===== config.mk =====
export PLATFORM = sky130hd
export DESIGN_NAME = morse_symbol_group_decoder
export DESIGN_NICKNAME = d
export VERILOG_FILES = /design/src/design/msgd_pkg.sv /design/src/design/msgd_in_reg.sv /design/src/design/msgd_group_core.sv /design/src/design/msgd_out_reg.sv /design/src/design/morse_symbol_group_decoder.sv
export SDC_FILE = /design/constraint.sdc
export NUM_CORES = 1
export LEC_CHECK = 0
export BUFFER_PORTS_ARGS = -buffer_cell sky130_fd_sc_hd__buf_2
export CORE_UTILIZATION = 35
export CTS_BUF_LIST = sky130_fd_sc_hd__clkbuf_8
export DETAILED_ROUTE_END_ITERATION = 10
export SLEW_MARGIN = 15
export SYNTH_ARGS = -nofsm -noshare
export SYNTH_HDL_FRONTEND = slang
export SYNTH_SLANG_ARGS = --single-unit

===== constraint.sdc =====
create_clock -name clk -period 2.26 [get_ports clk]
set_input_delay 0.226 -clock clk [delete_from_list [all_inputs] [get_ports clk]]
set_output_delay 0.226 -clock clk [all_outputs]
set_load 0.01 [all_outputs]

===== src/design/msgd_pkg.sv =====
`timescale 1ns / 1ps
// ----------------------------------------------------------------------------
// msgd_pkg
// Shared types, byte codes and the Morse lookup for the symbol group decoder.
// ----------------------------------------------------------------------------
package msgd_pkg;

  // Longest group accepted before the overlong error (range 1 to 6)
  localparam int unsigned MAX_GROUP_LEN = 6;

  localparam int unsigned PAT_W = 6;  // one bit per symbol, dash = 1
  localparam int unsigned LEN_W = 3;

  localparam logic [LEN_W-1:0] MAX_LEN = LEN_W'(MAX_GROUP_LEN);

  localparam logic [7:0] SYM_DOT  = 8'd46;
  localparam logic [7:0] SYM_DASH = 8'd45;
  localparam logic [7:0] SYM_SEP  = 8'd124;
  localparam logic [7:0] SYM_SPC  = 8'd32;
  localparam logic [7:0] CHAR_ERR = 8'd33;

  typedef struct packed {
    logic [7:0] symbol_byte;
    logic       end_of_stream;
  } msgd_item_t;

  typedef struct packed {
    logic       valid;
    logic [7:0] decoded_char;
  } msgd_result_t;

  typedef struct packed {
    logic [LEN_W-1:0] pattern_length;
    logic             group_invalid;
    logic             skipping_overlong;
  } msgd_status_t;

  function automatic logic is_blank(input logic [7:0] b);
    return (b == SYM_SPC) || (b >= 8'd9 && b <= 8'd13);
  endfunction

  // Key is {length, pattern}; symbol k sits at pattern bit k.
  function automatic logic [7:0] morse_lookup(input logic [LEN_W-1:0] len,
                                              input logic [PAT_W-1:0] bits);
    logic [7:0] ch;
    ch = CHAR_ERR;
    case ({len, bits})
      {3'd1, 6'b000000}: ch = "E";
      {3'd2, 6'b000000}: ch = "I";
      {3'd3, 6'b000000}: ch = "S";
      {3'd4, 6'b000000}: ch = "H";
      {3'd5, 6'b000000}: ch = "5";
      {3'd5, 6'b010000}: ch = "4";
      {3'd4, 6'b001000}: ch = "V";
      {3'd5, 6'b011000}: ch = "3";
      {3'd3, 6'b000100}: ch = "U";
      {3'd4, 6'b000100}: ch = "F";
      {3'd6, 6'b001100}: ch = "?";
      {3'd5, 6'b011100}: ch = "2";
      {3'd2, 6'b000010}: ch = "A";
      {3'd3, 6'b000010}: ch = "R";
      {3'd4, 6'b000010}: ch = "L";
      {3'd6, 6'b101010}: ch = ".";
      {3'd3, 6'b000110}: ch = "W";
      {3'd4, 6'b000110}: ch = "P";
      {3'd4, 6'b001110}: ch = "J";
      {3'd5, 6'b011110}: ch = "1";
      {3'd6, 6'b011110}: ch = SYM_SPC;
      {3'd1, 6'b000001}: ch = "T";
      {3'd2, 6'b000001}: ch = "N";
      {3'd3, 6'b000001}: ch = "D";
      {3'd4, 6'b000001}: ch = "B";
      {3'd5, 6'b000001}: ch = "6";
      {3'd6, 6'b100001}: ch = "-";
      {3'd4, 6'b001001}: ch = "X";
      {3'd5, 6'b001001}: ch = "/";
      {3'd3, 6'b000101}: ch = "K";
      {3'd4, 6'b000101}: ch = "C";
      {3'd4, 6'b001101}: ch = "Y";
      {3'd2, 6'b000011}: ch = "M";
      {3'd3, 6'b000011}: ch = "G";
      {3'd4, 6'b000011}: ch = "Z";
      {3'd5, 6'b000011}: ch = "7";
      {3'd6, 6'b110011}: ch = ",";
      {3'd4, 6'b001011}: ch = "Q";
      {3'd3, 6'b000111}: ch = "O";
      {3'd5, 6'b000111}: ch = "8";
      {3'd6, 6'b000111}: ch = ":";
      {3'd5, 6'b001111}: ch = "9";
      {3'd5, 6'b011111}: ch = "0";
      default:           ch = CHAR_ERR;
    endcase
    return ch;
  endfunction

endpackage


===== src/design/msgd_in_reg.sv =====
`timescale 1ns / 1ps
// ----------------------------------------------------------------------------
// msgd_in_reg
// Input register: captures one request per cycle from the slave channel while it is empty or its request is taken.
// ----------------------------------------------------------------------------
module msgd_in_reg
  import msgd_pkg::*;
(
  input  logic       clk,
  input  logic       rst_n,
  input  logic       in_tvalid,
  output logic       in_tready,
  input  logic [7:0] in_tdata,   // [7:0] symbol_byte
  input  logic       in_tlast,   // end_of_stream
  input  logic       take,       // downstream consumes the held request
  output logic       item_valid,
  output msgd_item_t item
);

  logic       valid_r, valid_nxt;
  msgd_item_t item_r;

  assign in_tready = !valid_r || take;

  always_comb begin
    valid_nxt = valid_r;
    if (in_tready) begin
      valid_nxt = in_tvalid;
    end
  end

  always_ff @(posedge clk) begin
    if (!rst_n) begin
      valid_r <= 1'b0;
    end else begin
      valid_r <= valid_nxt;
    end
  end

  // Payload: load on every accepted request
  always_ff @(posedge clk) begin
    if (in_tvalid && in_tready) begin
      item_r <= '{symbol_byte: in_tdata, end_of_stream: in_tlast};
    end
  end

  assign item_valid = valid_r;
  assign item       = item_r;

endmodule


===== src/design/msgd_group_core.sv =====
`timescale 1ns / 1ps
// ----------------------------------------------------------------------------
// msgd_group_core
// Group accumulator and table lookup: one request decoded per cycle while fire commits it.
// ----------------------------------------------------------------------------
module msgd_group_core
  import msgd_pkg::*;
(
  input  logic         clk,
  input  logic         rst_n,
  input  logic         fire,     // commit the held request
  input  msgd_item_t   item,
  output msgd_result_t result,   // result the held request would give
  output msgd_status_t status
);

  logic [PAT_W-1:0] bits_r, bits_nxt;
  logic [LEN_W-1:0] len_r, len_nxt;
  logic             inv_r, inv_nxt;
  logic             skip_r, skip_nxt;

  always_comb begin
    bits_nxt = bits_r;
    len_nxt  = len_r;
    inv_nxt  = inv_r;
    skip_nxt = skip_r;
    result   = '{valid: 1'b0, decoded_char: CHAR_ERR};

    if (item.end_of_stream) begin
      result.valid = !skip_r && (len_r != '0);
      bits_nxt = '0;
      len_nxt  = '0;
      inv_nxt  = 1'b0;
      skip_nxt = 1'b0;
    end else if (is_blank(item.symbol_byte)) begin
      // drop whitespace
    end else if (skip_r) begin
      if (item.symbol_byte == SYM_SEP) begin
        skip_nxt = 1'b0;
      end
    end else if (item.symbol_byte == SYM_SEP) begin
      if (len_r != '0) begin
        result.valid        = 1'b1;
        result.decoded_char = inv_r ? CHAR_ERR : morse_lookup(len_r, bits_r);
      end
      bits_nxt = '0;
      len_nxt  = '0;
      inv_nxt  = 1'b0;
    end else if (len_r >= MAX_LEN) begin
      result.valid = 1'b1;
      bits_nxt = '0;
      len_nxt  = '0;
      inv_nxt  = 1'b0;
      skip_nxt = 1'b1;
    end else begin
      if (item.symbol_byte == SYM_DASH) begin
        for (int k = 0; k < PAT_W; k++) begin
          if (len_r == LEN_W'(k)) begin
            bits_nxt[k] = 1'b1;
          end
        end
      end else if (item.symbol_byte != SYM_DOT) begin
        inv_nxt = 1'b1;
      end
      len_nxt = len_r + 1'b1;
    end
  end

  always_ff @(posedge clk) begin
    if (!rst_n) begin
      bits_r <= '0;
      len_r  <= '0;
      inv_r  <= 1'b0;
      skip_r <= 1'b0;
    end else if (fire) begin
      bits_r <= bits_nxt;
      len_r  <= len_nxt;
      inv_r  <= inv_nxt;
      skip_r <= skip_nxt;
    end
  end

  assign status = '{pattern_length: len_r, group_invalid: inv_r,
                    skipping_overlong: skip_r};

endmodule


===== src/design/msgd_out_reg.sv =====
`timescale 1ns / 1ps
// ----------------------------------------------------------------------------
// msgd_out_reg
// Result register: holds one decoded character for the master channel.
// ----------------------------------------------------------------------------
module msgd_out_reg
  import msgd_pkg::*;
(
  input  logic       clk,
  input  logic       rst_n,
  input  logic       load,
  input  logic [7:0] load_char,
  output logic       free,       // register can take a result this cycle
  output logic       out_tvalid,
  input  logic       out_tready,
  output logic [7:0] out_tdata   // [7:0] decoded_char
);

  logic       valid_r, valid_nxt;
  logic [7:0] char_r;

  assign free = !valid_r || out_tready;

  always_comb begin
    valid_nxt = valid_r;
    if (free) begin
      valid_nxt = load;
    end
  end

  always_ff @(posedge clk) begin
    if (!rst_n) begin
      valid_r <= 1'b0;
    end else begin
      valid_r <= valid_nxt;
    end
  end

  always_ff @(posedge clk) begin
    if (load && free) begin
      char_r <= load_char;
    end
  end

  assign out_tvalid = valid_r;
  assign out_tdata  = char_r;

endmodule


===== src/design/morse_symbol_group_decoder.sv =====
`timescale 1ns / 1ps
// Path: each request is held in the input register, decoded by the group core and
// its character held in the output register. Throughput: one input byte per cycle.
// Stalls come only from out_tready: a held result blocks just the requests
// that produce a result, others drain through the input register.
// Reset: synchronous rst_n low clears the group state and both valid flags.
// ----------------------------------------------------------------------------
// morse_symbol_group_decoder
// Streaming Morse decoder: collects dots and dashes up to a separator and
// emits the matching ASCII character, '!' on error, space for .----.
// ----------------------------------------------------------------------------
module morse_symbol_group_decoder
  import msgd_pkg::*;
(
  input  logic       clk,
  input  logic       rst_n,
  input  logic       in_tvalid,
  output logic       in_tready,
  input  logic [7:0] in_tdata,   // [7:0] symbol_byte
  input  logic       in_tlast,   // end_of_stream
  output logic       out_tvalid,
  input  logic       out_tready,
  output logic [7:0] out_tdata   // [7:0] decoded_char
);

  logic         s1_valid;
  msgd_item_t   s1_item;
  msgd_result_t s1_result;
  msgd_status_t grp_status;
  logic         out_free;
  logic         s1_adv;

  // Advance the held request unless it has a result and the output is full
  assign s1_adv = s1_valid && (!s1_result.valid || out_free);

  // Capture requests from the slave side
  msgd_in_reg u_in_reg (
    .clk        (clk),
    .rst_n      (rst_n),
    .in_tvalid  (in_tvalid),
    .in_tready  (in_tready),
    .in_tdata   (in_tdata),
    .in_tlast   (in_tlast),
    .take       (s1_adv),
    .item_valid (s1_valid),
    .item       (s1_item)
  );

  // Update the group and look up the closed pattern
  msgd_group_core u_core (
    .clk    (clk),
    .rst_n  (rst_n),
    .fire   (s1_adv),
    .item   (s1_item),
    .result (s1_result),
    .status (grp_status)
  );

  // Hold the decoded character until the master side takes it
  msgd_out_reg u_out_reg (
    .clk        (clk),
    .rst_n      (rst_n),
    .load       (s1_adv && s1_result.valid),
    .load_char  (s1_result.decoded_char),
    .free       (out_free),
    .out_tvalid (out_tvalid),
    .out_tready (out_tready),
    .out_tdata  (out_tdata)
  );

  // Group never holds more symbols than allowed
  a_len_bound: assert property (@(posedge clk) disable iff (!rst_n)
    grp_status.pattern_length <= MAX_LEN)
    else $error("group length above limit");

  // While skipping an overlong group nothing is collected
  a_skip_empty: assert property (@(posedge clk) disable iff (!rst_n)
    grp_status.skipping_overlong |->
      (grp_status.pattern_length == '0) && !grp_status.group_invalid)
    else $error("skipping with a pending group");

  // End of stream returns the group state to reset
  a_eos_clear: assert property (@(posedge clk) disable iff (!rst_n)
    (s1_adv && s1_item.end_of_stream) |=>
      (grp_status.pattern_length == '0) && !grp_status.skipping_overlong &&
      !grp_status.group_invalid)
    else $error("end of stream left group state");

  // Input back-pressure only with a request held
  a_ready_cause: assert property (@(posedge clk) disable iff (!rst_n)
    !in_tready |-> (s1_valid && s1_result.valid && out_tvalid && !out_tready))
    else $error("input stalled without cause");

endmodule


== After elaboration in Yosys (flattened, before gate mapping) ==
Cells that the tools add are included.
Widths: inputs -> output; s select.

* Register bits after elaboration: 30
* Output and inout bits: 10
* Logic and storage cells: 147
* Input bits: 13

* Reduce and logical (&&, ||, !) cells: 34
* Muxes and demuxes: 38
* Order comparisons: 3
* Eq/ne operators: 55
* $add $sub $neg: 1
* Bitwise logic cells: 2

{| class="wikitable"
|+ Operators with widths
! kind !! number
|-
| $pmux 7 s43 || 1
|-
| $eq 9x9->1 const B || 29
|-
| $eq 9x8->1 const B || 12
|-
| $mux 6 || 6
|-
| $reduce_and 5->1 || 7
|-
| $reduce_bool 4->1 || 8
|-
| $mux 9 || 3
|-
| $mux 1 || 21
|-
| $eq 9x7->1 const B || 2
|-
| $eq 8x6->1 const B || 2
|-
| $mux 3 || 5
|-
| $eq 8x7->1 const B || 1
|-
| $ge 8x4->1 const B || 1
|-
| $le 8x4->1 const B || 1
|-
| $mux 8 || 1
|-
| $ne 8x6->1 const B || 1
|-
| $mux 7 || 1
|-
| $eq 3x2->1 const B || 2
|-
| $eq 3x3->1 const B || 2
|-
| $logic_and 1x1->1 || 6
|-
| $reduce_or 6->1 || 1
|-
| $logic_not 1->1 || 4
|-
| $logic_or 1x1->1 || 4
|-
| $ne 2x2->1 const B || 2
|-
| 9 further kinds || 10
|}

== Logic depth before layout (Yosys ltp) ==
Gate-level depths: netlist of run 1.

* Depth in word-level cells: 13
* Mapped depth: 8

== By module ==
Synthesis of run 1 repeated with hierarchy kept, for this count alone.

* Cell total of the unflattened synthesis: 264
* Area, all modules: 2,229.6 µm²

{| class="wikitable"
|+ Modules (own cells, without submodules)
! module !! times used !! seq. area each (µm²) !! cells an instance !! area an instance (µm²)
|-
| msgd_group_core || 1 || 220.2 || 234 || 1,585.3
|-
| msgd_in_reg || 1 || 290.3 || 14 || 327.8
|-
| msgd_out_reg || 1 || 260.2 || 13 || 297.8
|-
| morse_symbol_group_decoder || 1 || 0.0 || 3 || 18.8
|}

== Least setup slack after synthesis of run 1 ==
No wires, ideal clock.

* Path kind: reg2reg
* Start point: register u_core.len_r[1]
* End point: register u_out_reg.char_r[0] (netlist: u_out_reg.out_tdata[0]), enable pin
* Cell stages (with the launch flop): 8
* Required time: 1.878 ns
* Slack: 0.033 ns
* Arrival: 1.845 ns
* Setup time: 0.382 ns
* Buffers on the path: 0
* Cell sequence: dfxtp_1 -> inv_1 -> ha_1 -> nand2b_1 -> a32oi_1 -> nor2_1 -> a21oi_1 -> nor3b_1

* Cells in the longest elaborated chain, start to end: 11

{| class="wikitable"
|+ RTL lines
! what !! RTL line !! text
|-
| start: declaration || msgd_group_core.sv:18 || <nowiki>logic [LEN_W-1:0] len_r, len_nxt;</nowiki>
|-
| start signal: assignment || msgd_group_core.sv:77 || <nowiki>len_r <= len_nxt;</nowiki>
|-
| $ge 3x3->1 or $reduce_bool 3->1 (tied branches) || msgd_group_core.sv:49, msgd_group_core.sv:30, msgd_group_core.sv:42 ||
|-
| $mux 1 or $mux 9 (tied branches) || msgd_group_core.sv:49, msgd_group_core.sv:42 ||
|-
| $mux 1 || msgd_group_core.sv:41 || <nowiki>end else if (item.symbol_byte == SYM_SEP) begin</nowiki>
|-
| $mux 9 || msgd_group_core.sv:37 || <nowiki>end else if (skip_r) begin</nowiki>
|-
| $mux 9 || msgd_group_core.sv:35 || <nowiki>end else if (is_blank(item.symbol_byte)) begin</nowiki>
|-
| $mux 1 * || msgd_group_core.sv:29 || <nowiki>if (item.end_of_stream) begin</nowiki>
|-
| $logic_not 1->1 || morse_symbol_group_decoder.sv:34 || <nowiki>assign s1_adv = s1_valid && (!s1_result.valid || out_free);</nowiki>
|-
| $logic_or 1x1->1 || morse_symbol_group_decoder.sv:34 ||
|-
| $logic_and 1x1->1 || morse_symbol_group_decoder.sv:34 ||
|-
| $logic_and 1x1->1 * || morse_symbol_group_decoder.sv:63 || <nowiki>.load (s1_adv && s1_result.valid),</nowiki>
|-
| $logic_and 1x1->1 * || msgd_out_reg.sv:40 || <nowiki>if (load && free) begin</nowiki>
|-
| end signal: assignment || msgd_out_reg.sv:41 || <nowiki>char_r <= load_char;</nowiki>
|-
| end: declaration || msgd_out_reg.sv:20 || <nowiki>logic [7:0] char_r;</nowiki>
|}

Mark *: on every way between the ends. The rest lies on a longest branch, timed or not.
A chain may end at the register's enable or synchronous reset.

== Worst setup path in the final report of run 1 ==
* Start point: register u_in_reg.item_r, in the netlist u_in_reg.item[2]
* End point: output port in_tready

* Cells in the longest elaborated chain, start to end: 9

{| class="wikitable"
|+ RTL lines
! what !! RTL line !! text
|-
| start: declaration || msgd_in_reg.sv:21 || <nowiki>msgd_item_t item_r;</nowiki>
|-
| start signal: assignment || msgd_in_reg.sv:43 || <nowiki>item_r <= '{symbol_byte: in_tdata, end_of_stream: in_tlast};</nowiki>
|-
| $ge 8x4->1 (tied with other cells) || msgd_pkg.sv:39 || <nowiki>return (b == SYM_SPC) || (b >= 8'd9 && b <= 8'd13);</nowiki>
|-
| $logic_and 1x1->1 or $mux 1 (tied branches) || msgd_pkg.sv:39, msgd_group_core.sv:41 ||
|-
| $logic_or 1x1->1 or $mux 9 (tied branches) || msgd_pkg.sv:39, msgd_group_core.sv:37 ||
|-
| $mux 9 * || msgd_group_core.sv:35 ||
|-
| $mux 1 * || msgd_group_core.sv:29 ||
|-
| $logic_not 1->1 * || morse_symbol_group_decoder.sv:34 ||
|-
| $logic_or 1x1->1 * || morse_symbol_group_decoder.sv:34 ||
|-
| $logic_and 1x1->1 * || morse_symbol_group_decoder.sv:34 ||
|-
| $logic_or 1x1->1 * || msgd_in_reg.sv:23 || <nowiki>assign in_tready = !valid_r || take;</nowiki>
|-
| end: declaration || morse_symbol_group_decoder.sv:18 || <nowiki>output logic in_tready,</nowiki>
|}

Marks and branches as above.

==> flow_summary_export.csv, run 1 <==
group,metric,value,unit
cts,htreeDepth,2,
detailed_routing,first_pass_iters,5,
synth,synth.area.top_cells,"edfxtp_1, dfxtp_1, a31oi_1, nand2_1, o21ai_0",
setup_path,path_cells,"and3b_1 -> o21ai_2 -> and3_2 -> a21oi_2 -> or2_2 -> buf_2",
sta,fin_crit_sh,96.8,%
synth,async_reset_ff_share,0,%
global_routing,busiest_layer,"met2",
synth,synth_cell_types,73,
layout,final_area,2980,um2
setup_path,slowest_stage,"edfxtp_1",
setup_path,cp_top_family,"simple AND/OR/NAND/NOR gates",
sta,slew_headroom,61.1,%
detailed_routing,drt_iter0_drc,306,
synth,ys_ff_latch,29,
sta,post-route-min-period,2.19,ns
layout,area_delta_synth_final,23.4,%
pwr,ir_worst_vdd,352,uV
detailed_routing,num_vias,2532,
global_routing,grt_max_degree,18,
setup_path,required,2.03,ns
place,dp_slack,0.00184,ns
cts,clk_pin_slew,0.07,ns
floorplan,start_util,37.1,%
floorplan,core,6490,um2
sta,hold_viol,0,
detailed_routing,drc,0,
global_routing,met2_usage,35.3,%
global_routing,grt_use_met1,23.8,%
sta,fmax,457,MHz
detailed_routing,routed_wirelength,7130,um
detailed_routing,drt-wirelength-per-cell,17.3,um
cts,root_buffer,"clkbuf_8",
synth,ys_warn_count,0,
floorplan,fp.dieH,85.0,um
sta,worst_slew_pin_slew,0.583,ns
floorplan,num_io_pins,23,
setup_path,cp-start-kind,"register",
floorplan,std_cell_rows,29,
pwr,p_total,0.00124,W
pwr,powerDensity,418,nW/um2
pwr,p_leak,1.04,nW
outcome,status,"finished clean",
cts,cts_hold_buf,0,
synth,synth_top_area_cell,"edfxtp_1",
layout,num-nets-final,352,
cts,cts_sinks,29,
floorplan,die-area,7230,um2
synth,synth_area,2410,um2
layout,drive_gt1_share,30.7,%
synth,synth_seq_area_share,30.7,%
global_routing,antenna_found_initial,0,
setup_path,worst-path-buf-inv,1,
sta,setup_viol,0,
synth,synth_edf_count,16,
synth,synthesis.nets,310,
global_routing,grt_pass1_wl,11600,um
place,port_buffers,21,
sta,slew_viol_final,0,
detailed_routing,postRouteAntennaNets,0,
global_routing,grt_pass1_vias,2376,
min_path,min_path_type,"in -> reg",
setup_path,crit_type,"reg -> out",
cts,cts_buffers,5,
place,place_area,2760,um2
setup_path,cp.arrival,1.96,ns
cts,clockBufferDepth,2,
global_routing,grt_usage,20.4,%
flow_run,maxCapViolCount,0,
synth,yosys.area.top_type_share,19.9,%
global_routing,grt_use_met3,4.57,%
cts,clk_latency,0.29,ns
place,dpl.hpwl,5320,um
setup_path,critPathMaxStageDelay,0.45,ns
sta,clock-skew-final,0.00851,ns
place,routabilityCongestion,0.974,
synth,avgSynthCellArea,8.26,um2
synth,synthCells,292,
setup_path,cp-end-kind,"primary output",
synth,ys.flop_type,"edfxtp_1",
layout,num_antenna_cells,0,
detailed_routing,via_per_inst,6.15,
floorplan,die_w,85.0,um
cts,cts_tree,"yes",
setup_path,crit_fanout,5,
global_routing,overflow,0,
sta,finalWorstSetupSlack,0.0731,ns
-- cells in the mapped netlist, types with 4 or more instances --
master and n:
nor3_1 10, ha_1 5, or3_1 4, nor4_1 6, inv_1 10, nand2_1 22
nand2b_1 10, a31oi_1 14, nor2b_1 4, buf_2 8, o21ai_1 4, a211oi_1 4
a21oi_1 12, nor3b_1 4, nor2_1 17, o21ai_0 13, nand3_1 12, clkbuf_1 14
dfxtp_1 13, and3_1 4, edfxtp_1 16, nand3b_1 5
-- cell type report --
type	count	area, um2
clock buffers	5	68.8
clock inverters	3	41.3
fillers	602	3520
inverters	11	41.3
multi-input cells	224	1560
flip-flops and latches	29	747
well taps	77	96.3
repair buffers	63	424
-- per-stage QoR --
step,hold WS (ns),util (%),setup TNS [ns],instances
floorplan,0.325,-,0,292
CTS,0.0937,44.4,0,408
global route,0.0954,45.8,-0.00411,412
detailed placement,0.404,42.5,0,400
finish,0.101,45.8,0,412
global placement,0.402,42.5,0,400
-- repair_timing --
item	CTS	global route
buffers inserted	0	4
gates cloned	0	0
setup endpoints to repair	10	14
pin swaps	0	5
resized for setup	4	18
-- flip-flops by register name (all words and copies together) (netlist names) --
signal,count
u_core.bits_r,6
u_out_reg.out_tvalid,1
u_core.inv_r,1
u_core.skip_r,1
u_in_reg.item_valid,1
u_out_reg.out_tdata,7
u_in_reg.item,9
u_core.len_r,3
-- path summary, 6_finish.rpt --
path / start / to / slack (ns) / depth (start not counted)
max: u_in_reg.item[2]$_DFFE_PP_ / in_tready / 0.07 / 6
min reg2reg: u_core.inv_r$_SDFFE_PN0P_ / u_core.inv_r$_SDFFE_PN0P_ / 0.48 / 2
max reg2reg: u_in_reg.item[2]$_DFFE_PP_ / u_out_reg.out_tdata[0]$_SDFFCE_PP1P_ / 0.12 / 5
min: in_tdata[0] / u_in_reg.item[1]$_DFFE_PP_ / 0.10 / 1
-- report_power, final --
group          switching [W]  internal (W)  total (W)  leakage, nW
clock network       0.000226      0.000324   0.000550       0.0518
registers          0.0000197      0.000573   0.000593        0.259
logic              0.0000533     0.0000484   0.000102        0.729
total               0.000299      0.000945    0.00124         1.04
-- cell families (layout without fill, tap and decap cells) --
family / after synthesis / count (layout) / share of synthesized area [%]
buffers and inverters: 39 / 82 / 7.42
flip-flops: 29 / 29 / 30.7
AO/OA/AOI/OAI: 89 / 89 / 27.0
AND/OR/NAND/NOR: 124 / 124 / 30.2
XOR/XNOR: 3 / 3 / 1.09
multiplexers: 2 / 2 / 0.830
adder cells (fa/ha/maj): 5 / 5 / 2.59
other: 1 / 1 / 0.155
-- metal layers --
layer  share of wire [%]  up-vias
li1                    -     1210
met5                   0        -
met3                 6.8       32
met2                  49      113
met1                  40     1177
met4                 4.3        0
-- worst reg2reg max path: stages, from the launching register on --
cell and delay (ns):
edfxtp_1 0.45, and4bb_2 0.38, nand3b_1 0.13, or3_1 0.43, a211oi_1 0.32, o2111ai_2 0.16
-- layout by cell type (no fill, tap or decap), types with 3 or more instances in the layout --
cell type	n
buf_4	41
nand4_1	3
and3b_1	3
a31o_2	3
nand2_1	21
nand4b_1	3
a211oi_1	4
nand3b_1	5
or3_1	4
inv_1	9
o21ai_0	13
and3_1	3
nand3_1	12
a31oi_1	14
dfxtp_1	10
edfxtp_1	16
nor4_1	5
nor3b_1	4
a21oi_1	11
buf_2	21
a21o_1	3
nand2b_1	9
nor2b_1	4
ha_2	3
o21ai_1	3
nor2_1	17
nor3_1	10
clkbuf_8	5
Power figures use the tool's default switching activity.
==> run 2, diff against run 1 <==
- ABC_AREA: unset -> 1
==> run 2 against run 1 <==
Against the previous run: utilization fell by 4.9 points; critical endpoint is now u_out_reg.out_tdata[1]$_SDFFCE_PP0P_; critical path type is now reg -> reg; global-route usage rose by 1.5 points; via count rose by 15%; non-clock buffer count fell by 38; wire length rose by 13%; highest routed layer unchanged; count of clock-buffer cells in the layout did not move; design area rose by 0.17%; register-to-register slack improved by 0.08 ns.
==> flow_summary_export.csv, run 2 <==
group,metric,value,unit
outcome,status,"finished clean",
detailed_routing,num_vias,2909,
cts,cts_tree,"yes",
synth,synth.area.top_cells,"edfxtp_1, nand2_1, nor2_1, dfxtp_1, nand3_1",
synth,ys.flop_type,"edfxtp_1",
setup_path,cp.arrival,2.02,ns
detailed_routing,drc,0,
global_routing,grt_max_degree,17,
pwr,powerDensity,485,nW/um2
min_path,min_path_type,"in -> reg",
layout,num_antenna_cells,0,
synth,yosys.area.top_type_share,18.1,%
synth,synth_top_area_cell,"edfxtp_1",
cts,htreeDepth,2,
sta,clock-skew-final,0.0109,ns
floorplan,die_w,89.1,um
layout,fillers,821,
setup_path,crit_type,"reg -> reg",
detailed_routing,postRouteAntennaNets,0,
place,port_buffers,21,
synth,avgSynthCellArea,6.29,um2
global_routing,antenna_found_initial,0,
setup_path,slowest_stage,"edfxtp_1",
detailed_routing,via_per_inst,5.33,
sta,rsz0062_at_grt,"false",
global_routing,grt_pass1_wl,13200,um
setup_path,cp-end-kind,"register",
synth,synthesis.nets,440,
floorplan,std_cell_rows,31,
setup_path,required,2.22,ns
layout,final-seq-area,743,um2
place,routabilityCongestion,1.05,
sta,slew_viol_final,0,
synth,synth_edf_count,16,
synth,synthTopCellsByCount,"nand2_1, nor2_1, inv_1, nand3_1",
setup_path,cp-start-kind,"register",
cts,clk_latency,0.30,ns
synth,ys_warn_count,0,
layout,area_delta_synth_final,12.3,%
cts,cts_sinks,29,
synth,synth_seq_area_share,27.9,%
sta,setup_viol,0,
sta,finalWorstSetupSlack,0.196,ns
cts,clk_pin_slew,0.07,ns
global_routing,grt_pass1_vias,2789,
floorplan,fp.dieH,89.1,um
cts,root_buffer,"clkbuf_8",
detailed_routing,drt_iter0_drc,408,
layout,num-nets-final,464,
setup_path,path_cells,"inv_1 -> nand2_1 -> nor2_1 -> nand2_1 -> nand2_1 -> nor2_1 -> nand2_1 -> nand2_2 -> nand2_4 -> nand3_1 -> inv_1",
floorplan,die-area,7940,um2
setup_path,r2r_setup_slack,0.20,ns
layout,final_common_cell,"nand2_1",
setup_path,critPathMaxStageDelay,0.42,ns
layout,multi_input_area,1650,um2
setup_path,crit_fanout,16,
detailed_routing,routed_wirelength,8050,um
synth,async_reset_ff_share,0,%
global_routing,grt_usage,21.9,%
flow_run,maxCapViolCount,0,
layout,drive_gt1_share,18.8,%
sta,final.setup.tns,0,ns
floorplan,num_io_pins,23,
floorplan,start_util,36.4,%
synth,synth_cell_types,42,
synth,synthCells,422,
sta,fin_crit_sh,91.3,%
pwr,p_leak,1.40,nW
detailed_routing,first_pass_iters,5,
sta,fmax,484,MHz
synth,ys_ff_latch,29,
synth,synth_area,2660,um2
place,dpl.hpwl,6450,um
place,dp_slack,0.172,ns
synth,synth.most_common_cell,"nand2_1",
sta,hold_viol,0,
sta,post-route-min-period,2.06,ns
detailed_routing,drt-wirelength-per-cell,14.7,um
floorplan,core,7290,um2
setup_path,crit_top_cell,"nand2_1",
global_routing,overflow,0,
layout,mostFrequentLayoutCells,"nand2_1, nor2_1, inv_1",
cts,cts_buffers,5,
cts,clockBufferDepth,2,
layout,largest_reg_flops,9,
pwr,ir_worst_vdd,202,uV
run 2: stage by stage:
stage | utilization [%] | area (um2) | power [W] | hold slack [ns] | std cells
global route | 40.9 | 2980 | 0.00151 | 0.0976 | 546
CTS | 40.7 | 2970 | 0.00145 | 0.0986 | 546
finish | 40.9 | 2980 | 0.00145 | 0.0993 | 546
detailed placement | 39.2 | 2860 | 0.000898 | 0.405 | 538
global placement | 39.2 | 2860 | 0.000901 | 0.405 | 538
floorplan | - | 2660 | 0.000819 | 0.325 | 422
run 2: cell type report:
type                    instances  area share, %
multi-input cells             328           55.5
well taps                      99           4.15
flip-flops and latches         29           24.9
clock buffers                   5           2.31
clock inverters                 3           1.38
inverters                      57           7.26
repair buffers                 25           4.53
run 2: power breakdown:
group / leakage, nW / switching (W) / internal [W] / total, W
sequential: 0.247 / 0.0000257 / 0.000581 / 0.000607
combinational: 1.10 / 0.000196 / 0.0000931 / 0.000289
clock: 0.0518 / 0.000226 / 0.000324 / 0.000551
run 2: worst paths after layout:
| check | startpoint | end | cells past startpoint |
|---|---|---|---|
| setup / recovery | u_in_reg.item[5]$_DFFE_PP_ | u_out_reg.out_tdata[1]$_SDFFCE_PP0P_ | 11 |
| setup reg to reg | u_in_reg.item[5]$_DFFE_PP_ | u_out_reg.out_tdata[1]$_SDFFCE_PP0P_ | 11 |
| hold / removal | in_tdata[0] | u_in_reg.item[1]$_DFFE_PP_ | 1 |
| hold reg to reg | u_core.inv_r$_SDFFE_PN0P_ | u_core.inv_r$_SDFFE_PN0P_ | 2 |
run 2: routing by layer:
layer	share of wire, %	routed length [um]	up-vias	track usage [%]
li1	-	-	1422	-
met1	44	3500	1254	28.0
met2	43	3430	179	33.0
met3	7.7	621	54	4.34
met4	6.1	492	0	15.6
met5	0	0	-	0
run 2: worst max-delay path: cells and delay by family (launching register included):
kind | cells | cell delay (ns)
buffers and inverters | 2 | 0.35
flip-flops | 1 | 0.42
AND/OR/NAND/NOR | 9 | 0.96
run 2: cells by family after synthesis:
family          Yosys count  share of synthesized area (%)
simple gates            293                           52.6
buf+inv                  65                           10.2
compound gates           29                           6.74
flops                    29                           27.9
fa+ha+maj                 5                           2.36
other cells               1                          0.141
run 2: timing repair:
item,4_1_cts,5_1_grt
resized for setup,0,5
buffers inserted,0,0
hold buffers,0,0
setup endpoints to repair,0,23
